## src/ssd_pkg.sv

```systemverilog
// Shared types, constants and decimal helpers for the seven-segment scan driver.
// Used by every module of the block; depends on nothing.
`default_nettype none

package ssd_pkg;

    typedef enum logic [2:0] {
        OP_TEMPO  = 3'd0,
        OP_VOLUME = 3'd1,
        OP_PITCH  = 3'd2,
        OP_STOP   = 3'd3,
        OP_DP     = 3'd4,
        OP_TICK   = 3'd5
    } op_t;

    localparam int FRAME_BITS = 16;
    localparam int CNT_W      = $clog2(FRAME_BITS);
    localparam int FIFO_DEPTH = 2;
    localparam int FIFO_PTR_W = $clog2(FIFO_DEPTH);
    localparam int FIFO_CNT_W = $clog2(FIFO_DEPTH + 1);

    localparam logic [9:0] TEMPO_MAX = 10'd999;
    localparam logic [9:0] MIDI_MAX  = 10'd127;

    localparam logic [7:0] BLANK_GLYPH = 8'hFF;
    localparam logic [7:0] DASH_GLYPH  = 8'hBF;

    localparam logic [7:0] DIGIT_GLYPH [0:9] = '{
        8'hC0, 8'hF9, 8'hA4, 8'hB0, 8'h99, 8'h92, 8'h82, 8'hF8, 8'h80, 8'h90
    };
    localparam logic [7:0] PREFIX_GLYPH [0:2] = '{8'h87, 8'hE3, 8'h8C};

    localparam logic [9:0] HUNDRED_STEP [0:9] = '{
        10'd0, 10'd100, 10'd200, 10'd300, 10'd400,
        10'd500, 10'd600, 10'd700, 10'd800, 10'd900
    };
    localparam logic [6:0] TEN_STEP [0:9] = '{
        7'd0, 7'd10, 7'd20, 7'd30, 7'd40, 7'd50, 7'd60, 7'd70, 7'd80, 7'd90
    };

    typedef struct packed {
        logic [FRAME_BITS-1:0] bits;
        logic [1:0]            digit;
    } frame_t;

    function automatic logic [3:0] div100(input logic [9:0] v);
        logic [3:0] q;
        q = 4'd0;
        for (int k = 1; k < 10; k++) begin
            if (v >= HUNDRED_STEP[k]) begin
                q = 4'(k);
            end
        end
        return q;
    endfunction

    function automatic logic [3:0] div10(input logic [6:0] v);
        logic [3:0] q;
        q = 4'd0;
        for (int k = 1; k < 10; k++) begin
            if (v >= TEN_STEP[k]) begin
                q = 4'(k);
            end
        end
        return q;
    endfunction

    function automatic logic [7:0] select_byte(input logic [1:0] d);
        return 8'(8'd8 >> d);
    endfunction

endpackage

`default_nettype wire

```

## src/ssd_front.sv

```systemverilog
// Front part: accepts words, keeps the segment buffer and scan digit, and
// queues refresh frames. Depends on ssd_pkg.
`default_nettype none

module ssd_front
    import ssd_pkg::*;
(
    input  wire logic        clk,
    input  wire logic        rst_n,
    input  wire logic        push,
    output logic             full,
    input  wire logic [2:0]  op,
    input  wire logic [15:0] value,
    input  wire logic [7:0]  position,
    input  wire logic        dp_on,
    output logic             fq_push,
    input  wire logic        fq_full,
    output frame_t           fq_word
);

    logic       s_valid_reg, s_valid_next;
    logic [2:0] s_op_reg;
    logic [3:0] s_hund_reg;
    logic [6:0] s_rem_reg;
    logic [7:0] s_pos_reg;
    logic       s_dp_reg;

    logic [6:0] glyph_reg [4];
    logic [6:0] glyph_next [4];
    logic [3:0] dark_reg, dark_next;
    logic [1:0] scan_reg, scan_next;

    logic       accept;
    logic       advance;
    logic [9:0] limit;
    logic [9:0] clamped;
    logic [3:0] in_hund;
    logic [3:0] tens;
    logic [3:0] ones;
    logic [7:0] g1, g2, g3;

    assign advance = !(op_t'(s_op_reg) == OP_TICK && fq_full);
    assign full    = s_valid_reg && !advance;
    assign accept  = push && !full;

    assign limit   = (op == OP_TEMPO) ? TEMPO_MAX : MIDI_MAX;
    assign clamped = (value > {6'd0, limit}) ? limit : value[9:0];
    assign in_hund = div100(clamped);

    assign s_valid_next = accept ? 1'b1 : (advance ? 1'b0 : s_valid_reg);

    always_ff @(posedge clk or negedge rst_n)
    begin
        if (!rst_n)
        begin
            s_valid_reg <= 1'b0;
        end
        else
        begin
            s_valid_reg <= s_valid_next;
        end
    end

    always_ff @(posedge clk)
    begin
        if (accept)
        begin
            s_op_reg   <= op;
            s_hund_reg <= in_hund;
            s_rem_reg  <= 7'(clamped - HUNDRED_STEP[in_hund]);
            s_pos_reg  <= position;
            s_dp_reg   <= dp_on;
        end
    end

    assign tens = div10(s_rem_reg);
    assign ones = 4'(s_rem_reg - TEN_STEP[tens]);
    assign g1   = (s_hund_reg == 4'd0) ? BLANK_GLYPH : DIGIT_GLYPH[s_hund_reg];
    assign g2   = (s_hund_reg == 4'd0 && s_rem_reg < 7'd10) ? BLANK_GLYPH
                                                            : DIGIT_GLYPH[tens];
    assign g3   = DIGIT_GLYPH[ones];

    always_comb
    begin
        glyph_next = glyph_reg;
        dark_next  = dark_reg;
        scan_next  = scan_reg;
        fq_push    = 1'b0;
        if (s_valid_reg && advance)
        begin
            unique case (op_t'(s_op_reg))
                OP_TEMPO, OP_VOLUME, OP_PITCH:
                begin
                    glyph_next[0] = PREFIX_GLYPH[s_op_reg[1:0]][6:0];
                    glyph_next[1] = g1[6:0];
                    glyph_next[2] = g2[6:0];
                    glyph_next[3] = g3[6:0];
                    dark_next     = 4'hF;
                end
                OP_STOP:
                begin
                    glyph_next[0] = DASH_GLYPH[6:0];
                    glyph_next[1] = BLANK_GLYPH[6:0];
                    glyph_next[2] = BLANK_GLYPH[6:0];
                    glyph_next[3] = BLANK_GLYPH[6:0];
                    dark_next     = 4'hF;
                end
                OP_DP:
                begin
                    if (s_pos_reg < 8'd4)
                    begin
                        dark_next[s_pos_reg[1:0]] = !s_dp_reg;
                    end
                end
                OP_TICK:
                begin
                    fq_push   = 1'b1;
                    scan_next = 2'(scan_reg + 2'd1);
                end
                default:
                begin
                end
            endcase
        end
    end

    assign fq_word.bits  = {dark_reg[scan_reg], glyph_reg[scan_reg], select_byte(scan_reg)};
    assign fq_word.digit = scan_reg;

    always_ff @(posedge clk or negedge rst_n)
    begin
        if (!rst_n)
        begin
            for (int i = 0; i < 4; i++)
            begin
                glyph_reg[i] <= BLANK_GLYPH[6:0];
            end
            dark_reg <= 4'hF;
            scan_reg <= 2'd0;
        end
        else
        begin
            glyph_reg <= glyph_next;
            dark_reg  <= dark_next;
            scan_reg  <= scan_next;
        end
    end

endmodule

`default_nettype wire

```

## src/ssd_fifo.sv

```systemverilog
// Short frame queue between the front and back parts.
// Depends on ssd_pkg for the frame type and depth.
`default_nettype none

module ssd_fifo
    import ssd_pkg::*;
(
    input  wire logic   clk,
    input  wire logic   rst_n,
    input  wire logic   wr_en,
    input  wire frame_t wr_word,
    output logic        fifo_full,
    input  wire logic   rd_en,
    output frame_t      rd_word,
    output logic        fifo_empty
);

    frame_t                mem_reg [FIFO_DEPTH];
    logic [FIFO_PTR_W-1:0] wr_ptr_reg, wr_ptr_next;
    logic [FIFO_PTR_W-1:0] rd_ptr_reg, rd_ptr_next;
    logic [FIFO_CNT_W-1:0] cnt_reg, cnt_next;
    logic                  do_wr;
    logic                  do_rd;

    assign fifo_full  = (cnt_reg == FIFO_CNT_W'(FIFO_DEPTH));
    assign fifo_empty = (cnt_reg == '0);
    assign do_wr      = wr_en && !fifo_full;
    assign do_rd      = rd_en && !fifo_empty;
    assign rd_word    = mem_reg[rd_ptr_reg];

    assign wr_ptr_next = do_wr ? FIFO_PTR_W'(wr_ptr_reg + 1'b1) : wr_ptr_reg;
    assign rd_ptr_next = do_rd ? FIFO_PTR_W'(rd_ptr_reg + 1'b1) : rd_ptr_reg;

    always_comb
    begin
        cnt_next = cnt_reg;
        if (do_wr && !do_rd)
        begin
            cnt_next = FIFO_CNT_W'(cnt_reg + 1'b1);
        end
        else if (do_rd && !do_wr)
        begin
            cnt_next = FIFO_CNT_W'(cnt_reg - 1'b1);
        end
    end

    always_ff @(posedge clk)
    begin
        if (do_wr)
        begin
            mem_reg[wr_ptr_reg] <= wr_word;
        end
    end

    always_ff @(posedge clk or negedge rst_n)
    begin
        if (!rst_n)
        begin
            wr_ptr_reg <= '0;
            rd_ptr_reg <= '0;
            cnt_reg    <= '0;
        end
        else
        begin
            wr_ptr_reg <= wr_ptr_next;
            rd_ptr_reg <= rd_ptr_next;
            cnt_reg    <= cnt_next;
        end
    end

endmodule

`default_nettype wire

```

## src/ssd_back.sv

```systemverilog
// Back part: serialises queued frames one bit per result word, MSB first.
// Depends on ssd_pkg for the frame type and bit count.
`default_nettype none

module ssd_back
    import ssd_pkg::*;
(
    input  wire logic   clk,
    input  wire logic   rst_n,
    input  wire frame_t fq_word,
    input  wire logic   fq_empty,
    output logic        fq_pop,
    output logic        empty,
    input  wire logic   pop,
    output logic        serial_bit,
    output logic [1:0]  scan_position,
    output logic        last_bit
);

    logic                  busy_reg, busy_next;
    logic [FRAME_BITS-1:0] shift_reg, shift_next;
    logic [CNT_W-1:0]      cnt_reg, cnt_next;
    logic [1:0]            digit_reg, digit_next;
    logic                  is_last;
    logic                  taken;

    assign is_last = (cnt_reg == CNT_W'(FRAME_BITS - 1));
    assign taken   = pop && busy_reg;
    assign fq_pop  = !fq_empty && (!busy_reg || (taken && is_last));

    always_comb
    begin
        busy_next  = busy_reg;
        shift_next = shift_reg;
        cnt_next   = cnt_reg;
        digit_next = digit_reg;
        if (fq_pop)
        begin
            busy_next  = 1'b1;
            shift_next = fq_word.bits;
            cnt_next   = '0;
            digit_next = fq_word.digit;
        end
        else if (taken)
        begin
            busy_next  = !is_last;
            shift_next = {shift_reg[FRAME_BITS-2:0], 1'b0};
            cnt_next   = CNT_W'(cnt_reg + 1'b1);
        end
    end

    always_ff @(posedge clk or negedge rst_n)
    begin
        if (!rst_n)
        begin
            busy_reg <= 1'b0;
            cnt_reg  <= '0;
        end
        else
        begin
            busy_reg <= busy_next;
            cnt_reg  <= cnt_next;
        end
    end

    always_ff @(posedge clk)
    begin
        shift_reg <= shift_next;
        digit_reg <= digit_next;
    end

    assign empty         = !busy_reg;
    assign serial_bit    = shift_reg[FRAME_BITS-1];
    assign scan_position = digit_reg;
    assign last_bit      = is_last;

endmodule

`default_nettype wire

```

## src/seven_segment_scan_driver_core.sv

```systemverilog
// A refresh tick passes the input register, the frame queue and the serialiser's shift register
// before its first bit is offered. Display words are taken one per cycle unless a refresh tick
// is held by a full frame queue; ticks are limited by the serialiser, one bit per result word.
// A two-entry frame queue sits between the front and the serialiser.
// Reset (rst_n, asynchronous, active low) blanks all digits and sets the scan digit to 0.
// Top level of the scan driver; depends on ssd_pkg, ssd_front, ssd_fifo and ssd_back.
`default_nettype none

module seven_segment_scan_driver_core
    import ssd_pkg::*;
(
    input  wire logic        clk,
    input  wire logic        rst_n,
    input  wire logic        push,
    output logic             full,
    input  wire logic [2:0]  op,
    input  wire logic [15:0] value,
    input  wire logic [7:0]  position,
    input  wire logic        dp_on,
    output logic             empty,
    input  wire logic        pop,
    output logic             serial_bit,
    output logic [1:0]       scan_position,
    output logic             last_bit
);

    frame_t fq_in;
    frame_t fq_out;
    logic   fq_push;
    logic   fq_full;
    logic   fq_pop;
    logic   fq_empty;

    ssd_front u_front (
        .clk      (clk),
        .rst_n    (rst_n),
        .push     (push),
        .full     (full),
        .op       (op),
        .value    (value),
        .position (position),
        .dp_on    (dp_on),
        .fq_push  (fq_push),
        .fq_full  (fq_full),
        .fq_word  (fq_in)
    );

    ssd_fifo u_fifo (
        .clk        (clk),
        .rst_n      (rst_n),
        .wr_en      (fq_push),
        .wr_word    (fq_in),
        .fifo_full  (fq_full),
        .rd_en      (fq_pop),
        .rd_word    (fq_out),
        .fifo_empty (fq_empty)
    );

    ssd_back u_back (
        .clk           (clk),
        .rst_n         (rst_n),
        .fq_word       (fq_out),
        .fq_empty      (fq_empty),
        .fq_pop        (fq_pop),
        .empty         (empty),
        .pop           (pop),
        .serial_bit    (serial_bit),
        .scan_position (scan_position),
        .last_bit      (last_bit)
    );

endmodule

`default_nettype wire
```

## config.mk

```make
export PLATFORM = sky130hd
export DESIGN_NAME = seven_segment_scan_driver_core
export DESIGN_NICKNAME = d
export VERILOG_FILES = /design/src/ssd_pkg.sv /design/src/ssd_front.sv /design/src/ssd_fifo.sv /design/src/ssd_back.sv /design/src/seven_segment_scan_driver_core.sv
export SDC_FILE = /design/constraint.sdc
export NUM_CORES = 1
export LEC_CHECK = 0
export ABC_AREA = 0
export BUFFER_PORTS_ARGS = -buffer_cell sky130_fd_sc_hd__buf_2
export CAP_MARGIN = 0
export CORE_ASPECT_RATIO = 1.5
export CORE_MARGIN = 4
export CORE_UTILIZATION = 55
export DETAILED_ROUTE_END_ITERATION = 7
export GPL_TIMING_DRIVEN = 1
export PLACE_DENSITY = 0.78
export SYNTH_ARGS = -nofsm -noshare
export SYNTH_HDL_FRONTEND = slang
export SYNTH_SLANG_ARGS = --single-unit
```

## constraint.sdc

```tcl
create_clock -name clk -period 3.4 [get_ports clk]
set_input_delay 0.17 -clock clk [delete_from_list [all_inputs] [get_ports clk]]
set_output_delay 0.17 -clock clk [all_outputs]
set_load 0.02 [all_outputs]
```

==> flow_summary.ini <==
[critical_path]
worst_r2r_endpoint = u_front.glyph_reg[4]$_DFFE_PN1P_
r2r_cells = 13
endpoint = u_front.s_rem_reg[6]$_DFFE_PP_
r2r-start = u_front.s_rem_reg[2]$_DFFE_PP_
cp-end-kind = flop
critPathSlowestCell = or3_4
critical_path_class = input port to flop
crit_fanout = 5
cp.arrival_ns = 3.39
crit_path_start = op[1]
max_stage_delay_ns = 0.42
reg2reg_slack_ns = 0.13
worstSetupStartpointType = input port
crit_chain = buf_2 -> or3_4 -> ha_1 -> and3_4 -> o2111a_4 -> o31a_1 -> o311a_1 -> o21ai_2 -> a211oi_2 -> ha_2 -> fa_2 -> inv_1 -> a21o_1 -> a21oi_1 -> xor2_1 -> xnor2_1
critPathRequiredTime_ns = 3.50

[grt]
antenna_found_initial = 0
overflow = 0
grt.busiest_layer = met2
grt_pass1_wl_um = 20200
grt.met3_usage_pct = 3.40
grtUsageTotal_pct = 21.0
grtUsageMet2_pct = 41.1
grt_max_degree = 44
use_met1_pct = 19.8
grt_pass1_vias = 4289

[final_layout]
layout_common_cells = edfxtp_1 (69), nor2_1 (57), a21oi_1 (43)
antenna_cells = 0
largest_reg_flops = 28
drive_gt1_share_pct = 28.2
layout_commonest_cell = edfxtp_1
fin_util_pct = 65.1
final-instance-count-excl-fill = 729
nets = 645
area_growth_pct = 15.8

[yosys]
ys_seq_elements = 112
synth_flop_cell = edfxtp_1
synth_edf_count = 69
yosysTopAreaCellShare_pct = 35.0
synthesis.area_um2 = 5920
synth_cell_types = 66
synth_nets = 578
synthTopCellsByArea = edfxtp_1 (35%), dfstp_2 (14%), ha_1 (6.5%)
synth_warnings = 0
async_flop_share_pct = 38.4
avgSynthCellArea_um2 = 11.5
seq_area_frac_synth_pct = 53.8
synth_top_area_cell = edfxtp_1
syn_inst = 513

[route]
drt_iter0_markers = 225
wl_per_cell_um = 17.0
routed_via_density = 5.65
vias = 4116
postRouteAntennaNets = 0
totalWireLength_um = 12400
drc = 0
dr.pass1.iters = 6

[clocking]
clockBufferDepth = 2
clkLatencyLatePin_ns = 0.34
clkSlewWorstSetupHoldPaths_ns = 0.07
cts_tree = done
clock-sinks = 112
cts-htree-levels = 3
cts_buffers = 9
clk_root_buffer_cell = clkbuf_16

[worst_hold_path]
min_path_type = input port to flop

[floorplanning]
die_h_um = 135
start_util_pct = 56.2
fp.dieW_um = 92.7
fp.dieArea_um2 = 12500
rows = 46
pin_count = 38
core-area_um2 = 10500

[sta]
slew_violations = 0
finalWorstPathRequiredPeriod_ns = 3.29
hold_viol_final = 0
worst_pin_slew_ns = 1.06
slew_headroom_pct = 29.6
fmax_mhz = 304
setup_viol_count_final = 0
setup_tns_ns = 0
post-route-period-util_pct = 96.9
rsz0062_at_grt = true
setup_slack_ns = 0.106
final.setup_skew_ns = 0.00621

[pwr]
max-vdd-ir-drop_mv = 0.314
p_leak_nw = 2.78
powerDensity_nw_per_um2 = 555
fin_total_pwr_w = 0.00381

[placement]
place_congestion = 0.912
dp_slack_ns = -0.270
placedCellCount = 703
numPortBuffers = 37
hpwl_um = 9470

[flow_run]
maxCapViolCount = 0

[run_status]
status = completed
## report_power, final
| part | switching, W | leakage [nW] | internal (W) |
|---|---|---|---|
| Clock | 0.000445 | 0.150 | 0.000587 |
| Combinational | 0.000402 | 1.52 | 0.000400 |
| Sequential | 0.000217 | 1.11 | 0.00176 |
## per-stage QoR
| stage | instance area, um2 | hold WS [ns] |
|---|---|---|
| 2_1_floorplan | 5940 | -0.126 |
| 3_3_place_gp | 6450 | 0.334 |
| 3_5_place_dp | 6450 | 0.348 |
| 4_1_cts | 6810 | 0.00252 |
| 5_1_grt | 6860 | 0.000599 |
| 6_report | 6860 | 0.0116 |
## cell type report
type	count	area, um2
tap	144	180
multi-input combinational	347	2550
sequential	112	3190
fill	796	3670
timing repair buffer	81	533
inverter	29	109
clock buffer	10	239
clock inverter	6	57.6
## metal layers
| layer | vias to the layer above | part of all wire (%) |
|---|---|---|
| met3 | 43 | 3.1 |
| met2 | 129 | 57 |
| met5 | - | 0 |
| met1 | 1955 | 35 |
| met4 | 0 | 5.4 |
| li1 | 1989 | - |
## cells by family after synthesis
logic type	synth area share (%)
AO/OA/AOI/OAI	13.7
XOR/XNOR	2.22
adder cells (fa/ha/maj)	7.23
buffers and inverters	3.95
flip-flops	53.8
multiplexers	5.98
AND/OR/NAND/NOR	13.1
## cell usage after synthesis, drive strengths merged, types with 10 or more instances
cell type  number
nor2b          10
a21oi          46
mux2i          14
ha             31
nand2          33
inv            29
edfxtp         69
dfrtp          12
nand2b         10
dfstp          31
o21ai          21
clkbuf         16
nor2           58
## worst max-delay path, delay by kind of cell
kind,cells,cell delay [ns]
AO/OA/AOI/OAI,7,1.34
adder cells (fa/ha/maj),3,0.83
AND/OR/NAND/NOR,2,0.58
XOR/XNOR,2,0.29
buffers and inverters,2,0.16
## what timing repair did
item,in CTS,in global routing
setup buffers,0,3
endpoints found under the hold margin,17,0
hold buffers,7,0
gates resized for setup,0,6
setup endpoints to repair,0,8
## worst min path at each step
stage,slack (ns),cells past startpoint,startpoint,endpoint
global placement,0.33,1,rst_n,u_back.cnt_reg[3]$_DFFE_PN0P_
CTS,0.003,1,position[7],u_front.s_pos_reg[7]$_DFFE_PP_
floorplan,-0.13,0,rst_n,u_back.busy_reg$_DFFE_PN0P_
finish,0.01,1,position[7],u_front.s_pos_reg[7]$_DFFE_PP_
global route,0.0006,1,position[7],u_front.s_pos_reg[7]$_DFFE_PP_
detailed placement,0.35,1,position[5],u_front.s_pos_reg[5]$_DFFE_PP_
Power figures use the tool's default switching activity.
